**config.mk**
```make
export PLATFORM = sky130hd
export DESIGN_NAME = kway_merge_with_duplicate_combine
export DESIGN_NICKNAME = d
export VERILOG_FILES = /design/src/rtl/kmdc_pkg.sv /design/src/rtl/kway_merge_with_duplicate_combine.sv /design/src/rtl/kmdc_ram.sv /design/src/rtl/kmdc_ctrl.sv /design/src/rtl/kmdc_dp.sv
export VERILOG_INCLUDE_DIRS = /design/src /design/src/rtl
export SDC_FILE = /design/constraint.sdc
export NUM_CORES = 2
export LEC_CHECK = 0
export ABC_CLOCK_PERIOD_IN_PS = 21400
export BUFFER_PORTS_ARGS = -buffer_cell sky130_fd_sc_hd__buf_2
export CAP_MARGIN = 20
export CORE_ASPECT_RATIO = 1.5
export CORE_UTILIZATION = 60
export CTS_CLUSTER_DIAMETER = 80
export DETAILED_ROUTE_END_ITERATION = 6
export PLACE_DENSITY = 0.84
export SLEW_MARGIN = 25
export SYNTH_ARGS = -nofsm -noshare
export SYNTH_HDL_FRONTEND = slang
export SYNTH_SLANG_ARGS = --single-unit
```
**constraint.sdc**
```tcl
create_clock -name aclk -period 21.4 [get_ports aclk]
set_input_delay 1.07 -clock aclk [delete_from_list [all_inputs] [get_ports aclk]]
set_output_delay 1.07 -clock aclk [all_outputs]
set_load 0.02 [all_outputs]
```
**src/rtl/kway_merge_with_duplicate_combine_defines.svh**
```systemverilog
// assertion macros for the merge block
// no dependencies; included by the top level
`ifndef KWAY_MERGE_WITH_DUPLICATE_COMBINE_DEFINES_SVH
`define KWAY_MERGE_WITH_DUPLICATE_COMBINE_DEFINES_SVH
`ifndef SYNTHESIS
`define KMDC_ASSERT_IMP(name, cond, prop) \
    name: assert property (@(posedge aclk) disable iff (!aresetn) (cond) |-> (prop)) \
        else $error("kmdc assertion failed");
`define KMDC_ASSERT_NXT(name, cond, prop) \
    name: assert property (@(posedge aclk) disable iff (!aresetn) (cond) |=> (prop)) \
        else $error("kmdc assertion failed");
`else
`define KMDC_ASSERT_IMP(name, cond, prop)
`define KMDC_ASSERT_NXT(name, cond, prop)
`endif
`endif

```
**src/rtl/kmdc_pkg.sv**
```systemverilog
// shared constants, state encoding and control structs of the merge block
// no dependencies
`timescale 1ns / 1ps
package kmdc_pkg;
    localparam int MAX_SOURCES = 16;
    localparam int SRC_W  = (MAX_SOURCES > 1) ? $clog2(MAX_SOURCES) : 1;
    localparam int LIVE_W = $clog2(MAX_SOURCES + 1);
    localparam int IN_SRC_W = 4;
    localparam int CFG_W  = 5;
    localparam int T_W = 56;
    localparam int A_W = 64;
    localparam int P_W = 32;
    localparam int L_W = 40;
    localparam int KEY_W = T_W + A_W + P_W + L_W;
    localparam int CNT_W = 32;
    localparam int ENTRY_W = KEY_W + CNT_W;

    typedef enum logic [4:0] {
        ST_IDLE    = 5'b00001,
        ST_CHECK   = 5'b00010,
        ST_SCAN    = 5'b00100,
        ST_COMBINE = 5'b01000,
        ST_FLUSH   = 5'b10000
    } state_t;

    typedef struct packed {
        logic take;
        logic scan_start;
        logic scan_step;
        logic combine;
        logic flush;
    } cmd_t;

    typedef struct packed {
        logic blocked;
        logic empty;
        logic scan_done;
        logic need_emit;
        logic held_valid;
        logic out_busy;
    } status_t;
endpackage

```
**src/rtl/kway_merge_with_duplicate_combine.sv**
```systemverilog
// top level of the k-way flow record merge with duplicate combining
// depends on kmdc_pkg, kmdc_ctrl, kmdc_dp (and kmdc_ram below it)
//
//   channel  direction  handshake          payload
//   s_       in         s_valid/s_ready    source, end flag, record fields, count
//   m_       out        m_valid/m_ready    merged record fields, count, last flag
//   cfg_     in         cfg_wr_en          active source count
//
// a transfer that leaves some live source still without a head passes accept and
// check only; one that allows a pop runs accept, check, a scan of the head ram at
// one entry per cycle through its registered read port, and a combine step
// reset clears all source flags and the held record; the head ram needs no clearing
// a stalled result waits in the output register; only the next emit waits on it
`timescale 1ns / 1ps
`include "kway_merge_with_duplicate_combine_defines.svh"
module kway_merge_with_duplicate_combine import kmdc_pkg::*; (
    input  logic                aclk,
    input  logic                aresetn,
    input  logic                cfg_wr_en,
    input  logic [CFG_W-1:0]    cfg_wr_data,
    input  logic                s_valid,
    output logic                s_ready,
    input  logic [IN_SRC_W-1:0] s_source,
    input  logic                s_is_end,
    input  logic [T_W-1:0]      s_time_proto_ttl_flags,
    input  logic [A_W-1:0]      s_address_pair,
    input  logic [P_W-1:0]      s_port_pair,
    input  logic [L_W-1:0]      s_length_fields,
    input  logic [CNT_W-1:0]    s_packet_count,
    output logic                m_valid,
    input  logic                m_ready,
    output logic [T_W-1:0]      m_out_time_proto_ttl_flags,
    output logic [A_W-1:0]      m_out_address_pair,
    output logic [P_W-1:0]      m_out_port_pair,
    output logic [L_W-1:0]      m_out_length_fields,
    output logic [CNT_W-1:0]    m_merged_count,
    output logic                m_last_record
);
    cmd_t    cmd;
    status_t status;

    // sequencer
    kmdc_ctrl u_ctrl (
        .aclk    (aclk),
        .aresetn (aresetn),
        .s_valid (s_valid),
        .s_ready (s_ready),
        .status  (status),
        .cmd     (cmd)
    );

    // head store, flags, held record and output register
    kmdc_dp u_dp (
        .aclk                       (aclk),
        .aresetn                    (aresetn),
        .cmd                        (cmd),
        .status                     (status),
        .cfg_wr_en                  (cfg_wr_en),
        .cfg_wr_data                (cfg_wr_data),
        .s_source                   (s_source),
        .s_is_end                   (s_is_end),
        .s_time_proto_ttl_flags     (s_time_proto_ttl_flags),
        .s_address_pair             (s_address_pair),
        .s_port_pair                (s_port_pair),
        .s_length_fields            (s_length_fields),
        .s_packet_count             (s_packet_count),
        .m_valid                    (m_valid),
        .m_ready                    (m_ready),
        .m_out_time_proto_ttl_flags (m_out_time_proto_ttl_flags),
        .m_out_address_pair         (m_out_address_pair),
        .m_out_port_pair            (m_out_port_pair),
        .m_out_length_fields        (m_out_length_fields),
        .m_merged_count             (m_merged_count),
        .m_last_record              (m_last_record)
    );

    // s_ready drops right after an accepted transfer, while the check state runs
    `KMDC_ASSERT_NXT(a_busy_after_take, s_valid && s_ready, !s_ready)
    // a pending result is never overwritten by a later emit
    `KMDC_ASSERT_NXT(a_out_held, m_valid && !m_ready, m_valid && $stable(m_merged_count))
    // a new result only appears when the sequencer emits
    `KMDC_ASSERT_NXT(a_emit_source, !m_valid && !(cmd.combine || cmd.flush), !m_valid)
endmodule

```
**src/rtl/kmdc_ram.sv**
```systemverilog
// generic single write, single read ram with registered read data
// no dependencies
`timescale 1ns / 1ps
module kmdc_ram #(
    parameter int WIDTH = 8,
    parameter int DEPTH = 16
) (
    input  logic                     aclk,
    input  logic                     wr_en,
    input  logic [$clog2(DEPTH)-1:0] wr_addr,
    input  logic [WIDTH-1:0]         wr_data,
    input  logic [$clog2(DEPTH)-1:0] rd_addr,
    output logic [WIDTH-1:0]         rd_data
);
    logic [WIDTH-1:0] mem [DEPTH];
    logic [WIDTH-1:0] rd_data_reg;

    always_ff @(posedge aclk) begin
        if (wr_en) begin
            mem[wr_addr] <= wr_data;
        end
        rd_data_reg <= mem[rd_addr];
    end

    assign rd_data = rd_data_reg;
endmodule

```
**src/rtl/kmdc_ctrl.sv**
```systemverilog
// sequencer of the merge block: accept, check, scan, combine, flush
// depends on kmdc_pkg
`timescale 1ns / 1ps
module kmdc_ctrl import kmdc_pkg::*; (
    input  logic    aclk,
    input  logic    aresetn,
    input  logic    s_valid,
    output logic    s_ready,
    input  status_t status,
    output cmd_t    cmd
);
    state_t state_reg, state_next;

    always_ff @(posedge aclk) begin
        if (!aresetn) begin
            state_reg <= ST_IDLE;
        end else begin
            state_reg <= state_next;
        end
    end

    always_comb begin
        state_next = state_reg;
        cmd = '0;
        s_ready = 1'b0;
        case (state_reg)
            ST_IDLE: begin
                s_ready = 1'b1;
                if (s_valid) begin
                    cmd.take = 1'b1;
                    state_next = ST_CHECK;
                end
            end
            ST_CHECK: begin
                if (status.blocked) begin
                    state_next = ST_IDLE;
                end else if (status.empty) begin
                    state_next = ST_FLUSH;
                end else begin
                    cmd.scan_start = 1'b1;
                    state_next = ST_SCAN;
                end
            end
            ST_SCAN: begin
                cmd.scan_step = 1'b1;
                if (status.scan_done) begin
                    state_next = ST_COMBINE;
                end
            end
            ST_COMBINE: begin
                // wait for the output register when a record must leave
                if (!(status.need_emit && status.out_busy)) begin
                    cmd.combine = 1'b1;
                    state_next = ST_IDLE;
                end
            end
            ST_FLUSH: begin
                if (!(status.held_valid && status.out_busy)) begin
                    cmd.flush = 1'b1;
                    state_next = ST_IDLE;
                end
            end
            default: begin
                state_next = ST_IDLE;
            end
        endcase
    end
endmodule

```
**src/rtl/kmdc_dp.sv**
```systemverilog
// datapath of the merge block: head store, source flags, min scan, held record, output
// depends on kmdc_pkg and kmdc_ram
`timescale 1ns / 1ps
module kmdc_dp import kmdc_pkg::*; (
    input  logic                aclk,
    input  logic                aresetn,
    input  cmd_t                cmd,
    output status_t             status,
    input  logic                cfg_wr_en,
    input  logic [CFG_W-1:0]    cfg_wr_data,
    input  logic [IN_SRC_W-1:0] s_source,
    input  logic                s_is_end,
    input  logic [T_W-1:0]      s_time_proto_ttl_flags,
    input  logic [A_W-1:0]      s_address_pair,
    input  logic [P_W-1:0]      s_port_pair,
    input  logic [L_W-1:0]      s_length_fields,
    input  logic [CNT_W-1:0]    s_packet_count,
    output logic                m_valid,
    input  logic                m_ready,
    output logic [T_W-1:0]      m_out_time_proto_ttl_flags,
    output logic [A_W-1:0]      m_out_address_pair,
    output logic [P_W-1:0]      m_out_port_pair,
    output logic [L_W-1:0]      m_out_length_fields,
    output logic [CNT_W-1:0]    m_merged_count,
    output logic                m_last_record
);
    logic [CFG_W-1:0]       cfg_reg;
    logic [LIVE_W-1:0]      nlive;
    logic [MAX_SOURCES-1:0] waiting_reg, waiting_next;
    logic [MAX_SOURCES-1:0] ended_reg, ended_next;
    logic [MAX_SOURCES-1:0] present;
    logic                   src_ok;
    logic [SRC_W-1:0]       src_idx;
    logic [LIVE_W-1:0]      scan_reg;
    logic                   rd_pend_reg;
    logic [SRC_W-1:0]       rd_idx_reg;
    logic [ENTRY_W-1:0]     rd_data;
    logic                   best_valid_reg;
    logic [SRC_W-1:0]       best_idx_reg;
    logic [KEY_W-1:0]       best_key_reg;
    logic [CNT_W-1:0]       best_cnt_reg;
    logic                   held_valid_reg;
    logic [KEY_W-1:0]       held_key_reg;
    logic [CNT_W-1:0]       held_cnt_reg;
    logic [CNT_W:0]         sum;
    logic                   equal;
    logic                   m_valid_reg;
    logic [KEY_W-1:0]       out_key_reg;
    logic [CNT_W-1:0]       out_cnt_reg;
    logic                   out_last_reg;
    logic                   blocked;
    logic                   ram_we;

    // zero acts as one, above the limit clamps
    always_comb begin
        if (cfg_reg == '0) begin
            nlive = LIVE_W'(1);
        end else if (32'(cfg_reg) > MAX_SOURCES) begin
            nlive = LIVE_W'(MAX_SOURCES);
        end else begin
            nlive = LIVE_W'(cfg_reg);
        end
    end

    assign src_ok  = 32'(s_source) < 32'(nlive);
    assign src_idx = SRC_W'(s_source);
    assign ram_we  = cmd.take && src_ok && !ended_reg[src_idx] && waiting_reg[src_idx]
                     && !s_is_end;
    assign present = ~waiting_reg & ~ended_reg;

    always_comb begin
        blocked = 1'b0;
        for (int s = 0; s < MAX_SOURCES; s++) begin
            if (s < 32'(nlive) && waiting_reg[s] && !ended_reg[s]) begin
                blocked = 1'b1;
            end
        end
    end

    kmdc_ram #(.WIDTH(ENTRY_W), .DEPTH(MAX_SOURCES)) u_heads (
        .aclk    (aclk),
        .wr_en   (ram_we),
        .wr_addr (src_idx),
        .wr_data ({s_time_proto_ttl_flags, s_address_pair, s_port_pair,
                   s_length_fields, s_packet_count}),
        .rd_addr (scan_reg[SRC_W-1:0]),
        .rd_data (rd_data)
    );

    assign equal = held_valid_reg && (held_key_reg == best_key_reg);
    assign sum   = {1'b0, held_cnt_reg} + {1'b0, best_cnt_reg};

    always_comb begin
        waiting_next = waiting_reg;
        ended_next   = ended_reg;
        if (cmd.take && src_ok && !ended_reg[src_idx] && waiting_reg[src_idx]) begin
            waiting_next[src_idx] = 1'b0;
            if (s_is_end) begin
                ended_next[src_idx] = 1'b1;
            end
        end
        if (cmd.combine) begin
            waiting_next[best_idx_reg] = 1'b1;
        end
        if (cmd.flush) begin
            waiting_next = '1;
            ended_next   = '0;
        end
    end

    always_ff @(posedge aclk) begin
        if (!aresetn) begin
            cfg_reg        <= CFG_W'(1);
            waiting_reg    <= '1;
            ended_reg      <= '0;
            held_valid_reg <= 1'b0;
            held_key_reg   <= '0;
            held_cnt_reg   <= '0;
            m_valid_reg    <= 1'b0;
            rd_pend_reg    <= 1'b0;
            best_valid_reg <= 1'b0;
            scan_reg       <= '0;
        end else begin
            if (cfg_wr_en) begin
                cfg_reg <= cfg_wr_data;
            end
            waiting_reg <= waiting_next;
            ended_reg   <= ended_next;
            if (m_valid_reg && m_ready) begin
                m_valid_reg <= 1'b0;
            end

            // min scan: one read per cycle, compare when data returns
            if (cmd.scan_start) begin
                scan_reg       <= '0;
                rd_pend_reg    <= 1'b0;
                best_valid_reg <= 1'b0;
            end else if (cmd.scan_step) begin
                if (32'(scan_reg) < MAX_SOURCES) begin
                    scan_reg    <= scan_reg + LIVE_W'(1);
                    rd_pend_reg <= 1'b1;
                end else begin
                    rd_pend_reg <= 1'b0;
                end
                if (rd_pend_reg && present[rd_idx_reg] &&
                    (!best_valid_reg || rd_data[ENTRY_W-1:CNT_W] < best_key_reg)) begin
                    best_valid_reg <= 1'b1;
                end
            end

            if (cmd.combine) begin
                if (equal) begin
                    held_cnt_reg <= sum[CNT_W] ? '1 : sum[CNT_W-1:0];
                end else begin
                    if (held_valid_reg) begin
                        m_valid_reg <= 1'b1;
                    end
                    held_valid_reg <= 1'b1;
                    held_key_reg   <= best_key_reg;
                    held_cnt_reg   <= best_cnt_reg;
                end
            end
            if (cmd.flush) begin
                if (held_valid_reg) begin
                    m_valid_reg <= 1'b1;
                end
                held_valid_reg <= 1'b0;
                held_key_reg   <= '0;
                held_cnt_reg   <= '0;
            end
        end
    end

    // payload registers
    always_ff @(posedge aclk) begin
        if (cmd.scan_step) begin
            rd_idx_reg <= scan_reg[SRC_W-1:0];
            if (rd_pend_reg && present[rd_idx_reg] &&
                (!best_valid_reg || rd_data[ENTRY_W-1:CNT_W] < best_key_reg)) begin
                best_idx_reg <= rd_idx_reg;
                best_key_reg <= rd_data[ENTRY_W-1:CNT_W];
                best_cnt_reg <= rd_data[CNT_W-1:0];
            end
        end
        if ((cmd.combine && !equal && held_valid_reg) || (cmd.flush && held_valid_reg)) begin
            out_key_reg  <= held_key_reg;
            out_cnt_reg  <= held_cnt_reg;
            out_last_reg <= cmd.flush;
        end
    end

    assign status.blocked    = blocked;
    assign status.empty      = (present == '0);
    assign status.scan_done  = (32'(scan_reg) == MAX_SOURCES) && !rd_pend_reg;
    assign status.need_emit  = held_valid_reg && !equal;
    assign status.held_valid = held_valid_reg;
    assign status.out_busy   = m_valid_reg;

    assign m_valid                    = m_valid_reg;
    assign m_out_time_proto_ttl_flags = out_key_reg[KEY_W-1 -: T_W];
    assign m_out_address_pair         = out_key_reg[P_W+L_W +: A_W];
    assign m_out_port_pair            = out_key_reg[L_W +: P_W];
    assign m_out_length_fields        = out_key_reg[L_W-1:0];
    assign m_merged_count             = out_cnt_reg;
    assign m_last_record              = out_last_reg;
endmodule

```
# Yosys cells after proc, flatten, opt, wreduce, memory -nomap -nowiden
# Memory sizes are Yosys's and may differ from the RTL's. A register that Yosys moved wholly into a read port is not among the register bits.
# Cells that the tools add are included.
dict set report op_classes {
  n_addsub 2
  n_lt_le_gt_ge 25
  n_eq_ne 11
  mux 59
  n_bitwise 9
  n_reduce_logical 81
}
# op n
set ops {}
lappend ops {{$eq 192x192->1} 1}
lappend ops {{$lt 192x192->1} 1}
lappend ops {{$mux 32} 2}
lappend ops {{$logic_and 1x1->1} 49}
lappend ops {{$not 16->16} 3}
lappend ops {{$mux 1} 41}
lappend ops {{$lt 4x5->1 const A} 8}
lappend ops {{$mux 5} 8}
lappend ops {{$add 32x32->33} 1}
lappend ops {{$and 16x16->16} 2}
lappend ops {{$mux 16} 2}
lappend ops {{$or 16x16->16} 2}
lappend ops {{$pmux 5 s5} 1}
lappend ops {{$logic_not 1->1} 21}
lappend ops {{$lt 3x5->1 const A} 4}
lappend ops {{$logic_not 16->1} 1}
lappend ops {{$lt 4x5->1 const B} 3}
lappend ops {{$bmux 1 s4} 3}
lappend ops {{$eq 5x5->1 const B} 2}
lappend ops {{$lt 1x5->1 const A} 2}
lappend ops {{$lt 2x5->1 const A} 2}
lappend ops {{$demux 1 s4} 2}
lappend ops {{$ge 4x1->1 const B} 2}
lappend ops {{$ne 2x2->1 const B} 4}
lappend ops {{other kinds (14)} 20}
dict set report word_totals {
  regBits 732
  ram_bits 3584
  inputBits 239
  out_inout_bits 227
  word_cells 206
  memories 1
}
# memory words word_bits read_ports rd_ports_with_merged_regs wr line_no
set mem_list {}
lappend mem_list {u_dp.u_heads.mem 16 224 1 1 1 kmdc_ram.sv:15} ;# logic [WIDTH-1:0] mem [DEPTH];

# Depth between registers and ports, before layout
dict set report logic_depth {
  depth_word 25
  depth_mapped 14
  depth_no_buf 13
}

# By module
# Synthesis repeated with hierarchy kept, for this count alone.
dict set report hier_totals {
  cells_unflattened 8582
  area_unflattened_um2 172180.1
}
# module n_inst cells_per_inst area_per_inst_um2 seq_area_each_um2
set by_module_without_submodules {}
lappend by_module_without_submodules {kmdc_ram 1 5853 139054.6 112107.5}
lappend by_module_without_submodules {kmdc_dp 1 2689 32776.4 19128.3}
lappend by_module_without_submodules {kmdc_ctrl 1 40 349.1 100.1}

# Least setup slack after synthesis
# Ideal clock, no wire load.
dict set report synth_path {
  kind {in2reg}
  start {in s_source[0]}
  end {mem u_dp.u_heads.mem[12][0] (netlist name), enable pin}
  setup_ns 0.814
  t_arrival_ns 11.955
  required_time_ns 20.586
  path_slack_ns 8.632
  path_stages 7
  n_path_buf 1
  path_cell_list {clkbuf_1 > mux4_2 > a221oi_1 > o21ai_1 > nor2_1 > nand3_1 > nor2_1}
}
dict set report synth_via {
  elab_chain_len 8
  word_cells_on_any_way 12
  classes_between {order compare: 1; mux: 6; reduce/logical: 5}
}
# element line_no
set synth_lines {}
lappend synth_lines {{start: declaration} kway_merge_with_duplicate_combine.sv:23} ;# input logic [IN_SRC_W-1:0] s_source,
lappend synth_lines {{$bmux 1 s4} kmdc_dp.sv:67} ;# assign ram_we = cmd.take && src_ok && !ended_reg[src_idx] && waiting_reg[src_idx]
lappend synth_lines {{$mux 1 (not written as such)} kmdc_dp.sv:67}
lappend synth_lines {{$logic_not 1->1} kmdc_dp.sv:67}
lappend synth_lines {{$logic_and 1x1->1 (2 in a row)} kmdc_dp.sv:67}
lappend synth_lines {{$logic_and 1x1->1} kmdc_dp.sv:68} ;# && !s_is_end;
lappend synth_lines {{$mux 1} kmdc_ram.sv:19} ;# if (wr_en) begin
lappend synth_lines {{$mux 1 (not written as such)} kmdc_ram.sv:20} ;# mem[wr_addr] <= wr_data;
lappend synth_lines {{end: declaration} kmdc_ram.sv:15}
# Parallel ways exist; a longest one is shown, timed or not. The select of a mux whose other input is x is not followed.

# Worst setup path in the final report
dict set report layout_path {
  start {reg u_dp.best_key_reg[172]}
  end {reg u_dp.out_key_reg[59], enable pin}
}
dict set report layout_via {
  elab_chain_len 10
}
# element line_no
set layout_lines {}
lappend layout_lines {{start: declaration} kmdc_dp.sv:40} ;# logic [KEY_W-1:0] best_key_reg;
lappend layout_lines {{start signal: assignment} kmdc_dp.sv:181} ;# best_key_reg <= rd_data[ENTRY_W-1:CNT_W];
lappend layout_lines {{$eq 192x192->1 (*)} kmdc_dp.sv:90} ;# assign equal = held_valid_reg && (held_key_reg == best_key_reg);
lappend layout_lines {{$logic_and 1x1->1 (*)} kmdc_dp.sv:90}
lappend layout_lines {{$logic_not 1->1 (*)} {kmdc_dp.sv:185, kmdc_dp.sv:195}}
lappend layout_lines {{$logic_and 1x1->1} kmdc_dp.sv:195} ;# assign status.need_emit = held_valid_reg && !equal;
lappend layout_lines {{$logic_and 1x1->1} kmdc_ctrl.sv:52} ;# if (!(status.need_emit && status.out_busy)) begin
lappend layout_lines {{$mux 1} kmdc_ctrl.sv:52}
lappend layout_lines {{$mux 1} kmdc_ctrl.sv:26} ;# case (state_reg)
lappend layout_lines {{$logic_and 1x1->1 (*) (2 in a row)} kmdc_dp.sv:185} ;# if ((cmd.combine && !equal && held_valid_reg) || (cmd.flush && held_valid_reg)) begin
lappend layout_lines {{$logic_or 1x1->1 (*)} kmdc_dp.sv:185}
lappend layout_lines {{end signal: assignment} kmdc_dp.sv:186} ;# out_key_reg <= held_key_reg;
lappend layout_lines {{end: declaration} kmdc_dp.sv:48} ;# logic [KEY_W-1:0] out_key_reg;
# Every way passes the cells marked *; elsewhere a longest branch is shown, timed or not.
# A chain may end at the register's enable or synchronous reset.

==> impl.org <==
** Timing
- Max Clock Skew :: 56.01 ps
- Of the available clock period, the critical path in the final layout requires 0.3142.
- Slew at the pin with the worst max-slew slack :: 1171 ps
- Final Critical Period :: 6723 ps
- Peak clock frequency supported by timing :: 148.7 MHz
- Final-layout setup total negative slack :: 0 ps
- Setup violations remaining at the end of the flow were counted as 0.
- In this run the tightest slew margin relative to its limit is 0.2190.
- Setup repair after global routing left no endpoint under its margin.
- Smallest hold slack :: 351.1 ps
- The number of hold-slack violations in the final timing report was 0.
- Max-slew violations :: 0

** Clock tree
- In this run the clock root is driven by a sky130_fd_sc_hd__clkbuf_16.
- Clock sink count :: 4540
- The number of gates resized after CTS was 0.
- CTS Hold Buffers Added :: 0
- H-Tree Level Count :: 5
- Clock transition at the registers of the reported paths :: 70 ps
- After clock tree synthesis, the setup repair step added 0 buffers.
- Clock buffer depth :: 4
- TritonCTS clock tree :: yes
- TritonCTS created 393 clock buffers.
- Skew-Pair Late Insertion Delay :: 950 ps

** Placed design
- Placed inst area :: 178500 um^2
- Final RePlAce weighted congestion :: 0.9830
- Once detailed placement completed, the half-perimeter wirelength came to 274500 um.
- Count of port buffers added during placement :: 465

** Floorplanning
- Starting density of the core :: 0.6049
- Number of ports placed on the die boundary :: 466
- The die covers 287700 um^2.
- The region available for standard cell placement spans 283200 um^2.
- The floorplan has 239 rows.
- Width of the chip :: 438.3 um
- The die is 656.4 um tall.

** Yosys
- Yosys attributes the largest share of cell area to sky130_fd_sc_hd__edfxtp_1 71%, sky130_fd_sc_hd__mux4_2 15%, sky130_fd_sc_hd__dfxtp_1 5.8%.
- Top cell type's share of synthesized area :: 0.7083
- Average cell area after synthesis :: 21.60 um^2
- sky130_fd_sc_hd__edfxtp_1 takes more of the synthesized area than any other cell.
- The share of the Yosys chip area taken by registers is 0.7666.
- Leading post-synthesis cells by instance count :: 4041 x sky130_fd_sc_hd__edfxtp_1, 1126 x sky130_fd_sc_hd__mux4_2, 499 x sky130_fd_sc_hd__dfxtp_1, 316 x sky130_fd_sc_hd__nor2_1, 228 x sky130_fd_sc_hd__ha_1
- The synthesized netlist occupies a cell area of 171300 um^2.
- Synthesis instantiated 73 different standard cells from the library.
- Number of nets in the synthesized netlist :: 8399
- In this run, synthesis inferred 4041 flip-flops with an integrated enable.
- In the synthesized netlist the async set-or-reset flop fraction comes to 0.
- Leading register cell type out of synthesis :: sky130_fd_sc_hd__edfxtp_1
- Most frequent cell after synthesis :: sky130_fd_sc_hd__edfxtp_1
- Warning count from the yosys run :: 0
- Counting every instance in the synthesized netlist gives 7931.
- Synthesis inferred 4540 register bits.

** Cells and area
- Across the whole layout, storage elements account for 131400 um^2.
- Number of flip-flops in the largest register :: 3584
- Fin nets :: 9075
- Count of fill cells added during filler insertion :: 16070
- The multi-input combinational cells in the finished layout cover a total of 38010 um^2.
- Syn-to-layout area delta :: 12.03%
- Finished layout cell area :: 191900 um^2
- Of the cells placed in the final design, the portion with a size suffix greater than 1 is 0.2650.

** Worst setup path
- Critical path launch point type :: flip-flop
- Data arrival time of the critical path :: 7270 ps
- Along the worst path, the maximum fanout reaches 133.
- STA classifies the critical path endpoint as a flip-flop.
- For the worst setup path, the data required time is 21950 ps.
- Critical path type :: flip-flop to flip-flop

** Route
- Post-Route WL :: 494900 um
- Dividing the detail-routed via count by the number of cells gives 7.047.
- The pre-antenna-repair detailed-routing pass consisted of 7 iterations.
- Post-DR wirelength/cell :: 38.77 um
- Post-route DRC :: 0
- ANT nets after route :: 0
- Summing over every cut layer, the via total after detailed routing is 89960.
- In this run, the number of DRC markers left after iteration 0 of detailed routing was 14020.

** Power and ir drop
- Dividing total power by cell area gives a power density of 90.07 nW/um^2.
- IR analysis of the VDD net gives a maximum drop of 0.06925 mV.
- For this design the static power due to leakage is 60.82 nW.
- After layout, the design draws a total of 17.29 mW.

** Outcome
- The run finished with clean final reports.

** Global route
- The initial antenna violation count was 135.
- The total overflow left after global routing is 0.
- The via count of the first global-routing pass is 89700.
- Largest net degree at the start of global routing :: 134
- First-pass GRT wire length :: 686800 um
- Across every metal layer, demand over resource in global routing totals 0.3423.

** Min path
- Min-Delay Path Class :: input port to flip-flop

** Job
- Max-Cap Viols :: 0
critical path, stage by stage (launching register included):
cell and delay (ps):
sky130_fd_sc_hd__edfxtp_1 550, sky130_fd_sc_hd__xnor2_1 510, sky130_fd_sc_hd__nand4_1 360, sky130_fd_sc_hd__nor4_1 850, sky130_fd_sc_hd__nand3_1 340, sky130_fd_sc_hd__nor3_4 530
sky130_fd_sc_hd__o21ai_2 150, sky130_fd_sc_hd__nor2_4 120, sky130_fd_sc_hd__buf_4 570, sky130_fd_sc_hd__o21a_4 610, sky130_fd_sc_hd__buf_12 620, sky130_fd_sc_hd__buf_4 790
layout make-up:
cell class	count	area share
Sequential cell	4540	0.6844
Multi-Input combinational cell	2842	0.1981
Clock buffer	510	0.05600
Tap cell	3735	0.02435
Timing Repair Buffer	608	0.01957
Clock inverter	221	0.01215
Inverter	222	0.004342
Antenna cell	87	0.001134
logic make-up (layout without fill, tap and decap cells):
logic type / Yosys count / count (layout) / synth area share
DFF: 4540 / 4540 / 0.7666
muxes: 1324 / 1324 / 0.1596
and+or+nand+nor: 688 / 688 / 0.01885
buffers and inverters: 549 / 1561 / 0.01245
AOI/OAI and AO/OA: 414 / 414 / 0.01613
adders and majority gates: 229 / 229 / 0.01677
xor gates and xnor gates: 187 / 187 / 0.009560
other: 0 / 87 / 0
worst paths after layout:
path / startpoint / end / slack, ps / depth (start not counted)
setup / recovery: u_dp.best_key_reg[172] / u_dp.out_key_reg[59] / 14680 / 11
hold / removal: cfg_wr_data[0] / u_dp.cfg_reg[0] / 350 / 3
setup reg to reg: u_dp.best_key_reg[172] / u_dp.out_key_reg[59] / 14680 / 11
hold reg to reg: u_dp.u_heads.rd_data[30] / u_dp.best_cnt_reg[30] / 400 / 0
cells in the final DEF, fill, tap and decap left out, drive strengths merged, types with 110 or more instances in the layout:
master  synthesis  routed
buf           101     608
clkinv          0     145
dfxtp         499     499
xnor2         159     159
nor2          316     316
ha            228     228
mux2i         197     197
edfxtp       4041    4041
nand2         110     110
inv           222     232
clkbuf        226     510
mux4         1126    1126
power by group:
group | switching [mW] | internal [mW]
logic | 0.177 | 0.0544
clock network | 3.28 | 4.09
registers | 0.0245 | 9.66
total | 3.48 | 13.8
per-layer routing:
metal | global-route usage | wire length [um] | vias to the layer above
met5 | 0 | 336 | -
met4 | 0.2098 | 35840 | 54
met3 | 0.08517 | 58630 | 1576
met2 | 0.5489 | 241000 | 7693
met1 | 0.4213 | 159100 | 46550
li1 | - | - | 34090
per-stage QoR:
step           utilization  std cells  setup WS [ps]
4_1_cts             0.6766      12680          14690
5_1_grt             0.6773      12720          14700
3_5_place_dp        0.6305      11950          14260
6_report            0.6777      12770          14680
3_3_place_gp        0.6299      11940          13940
2_1_floorplan            -       7931           8632
Power figures use the tool's default switching activity.
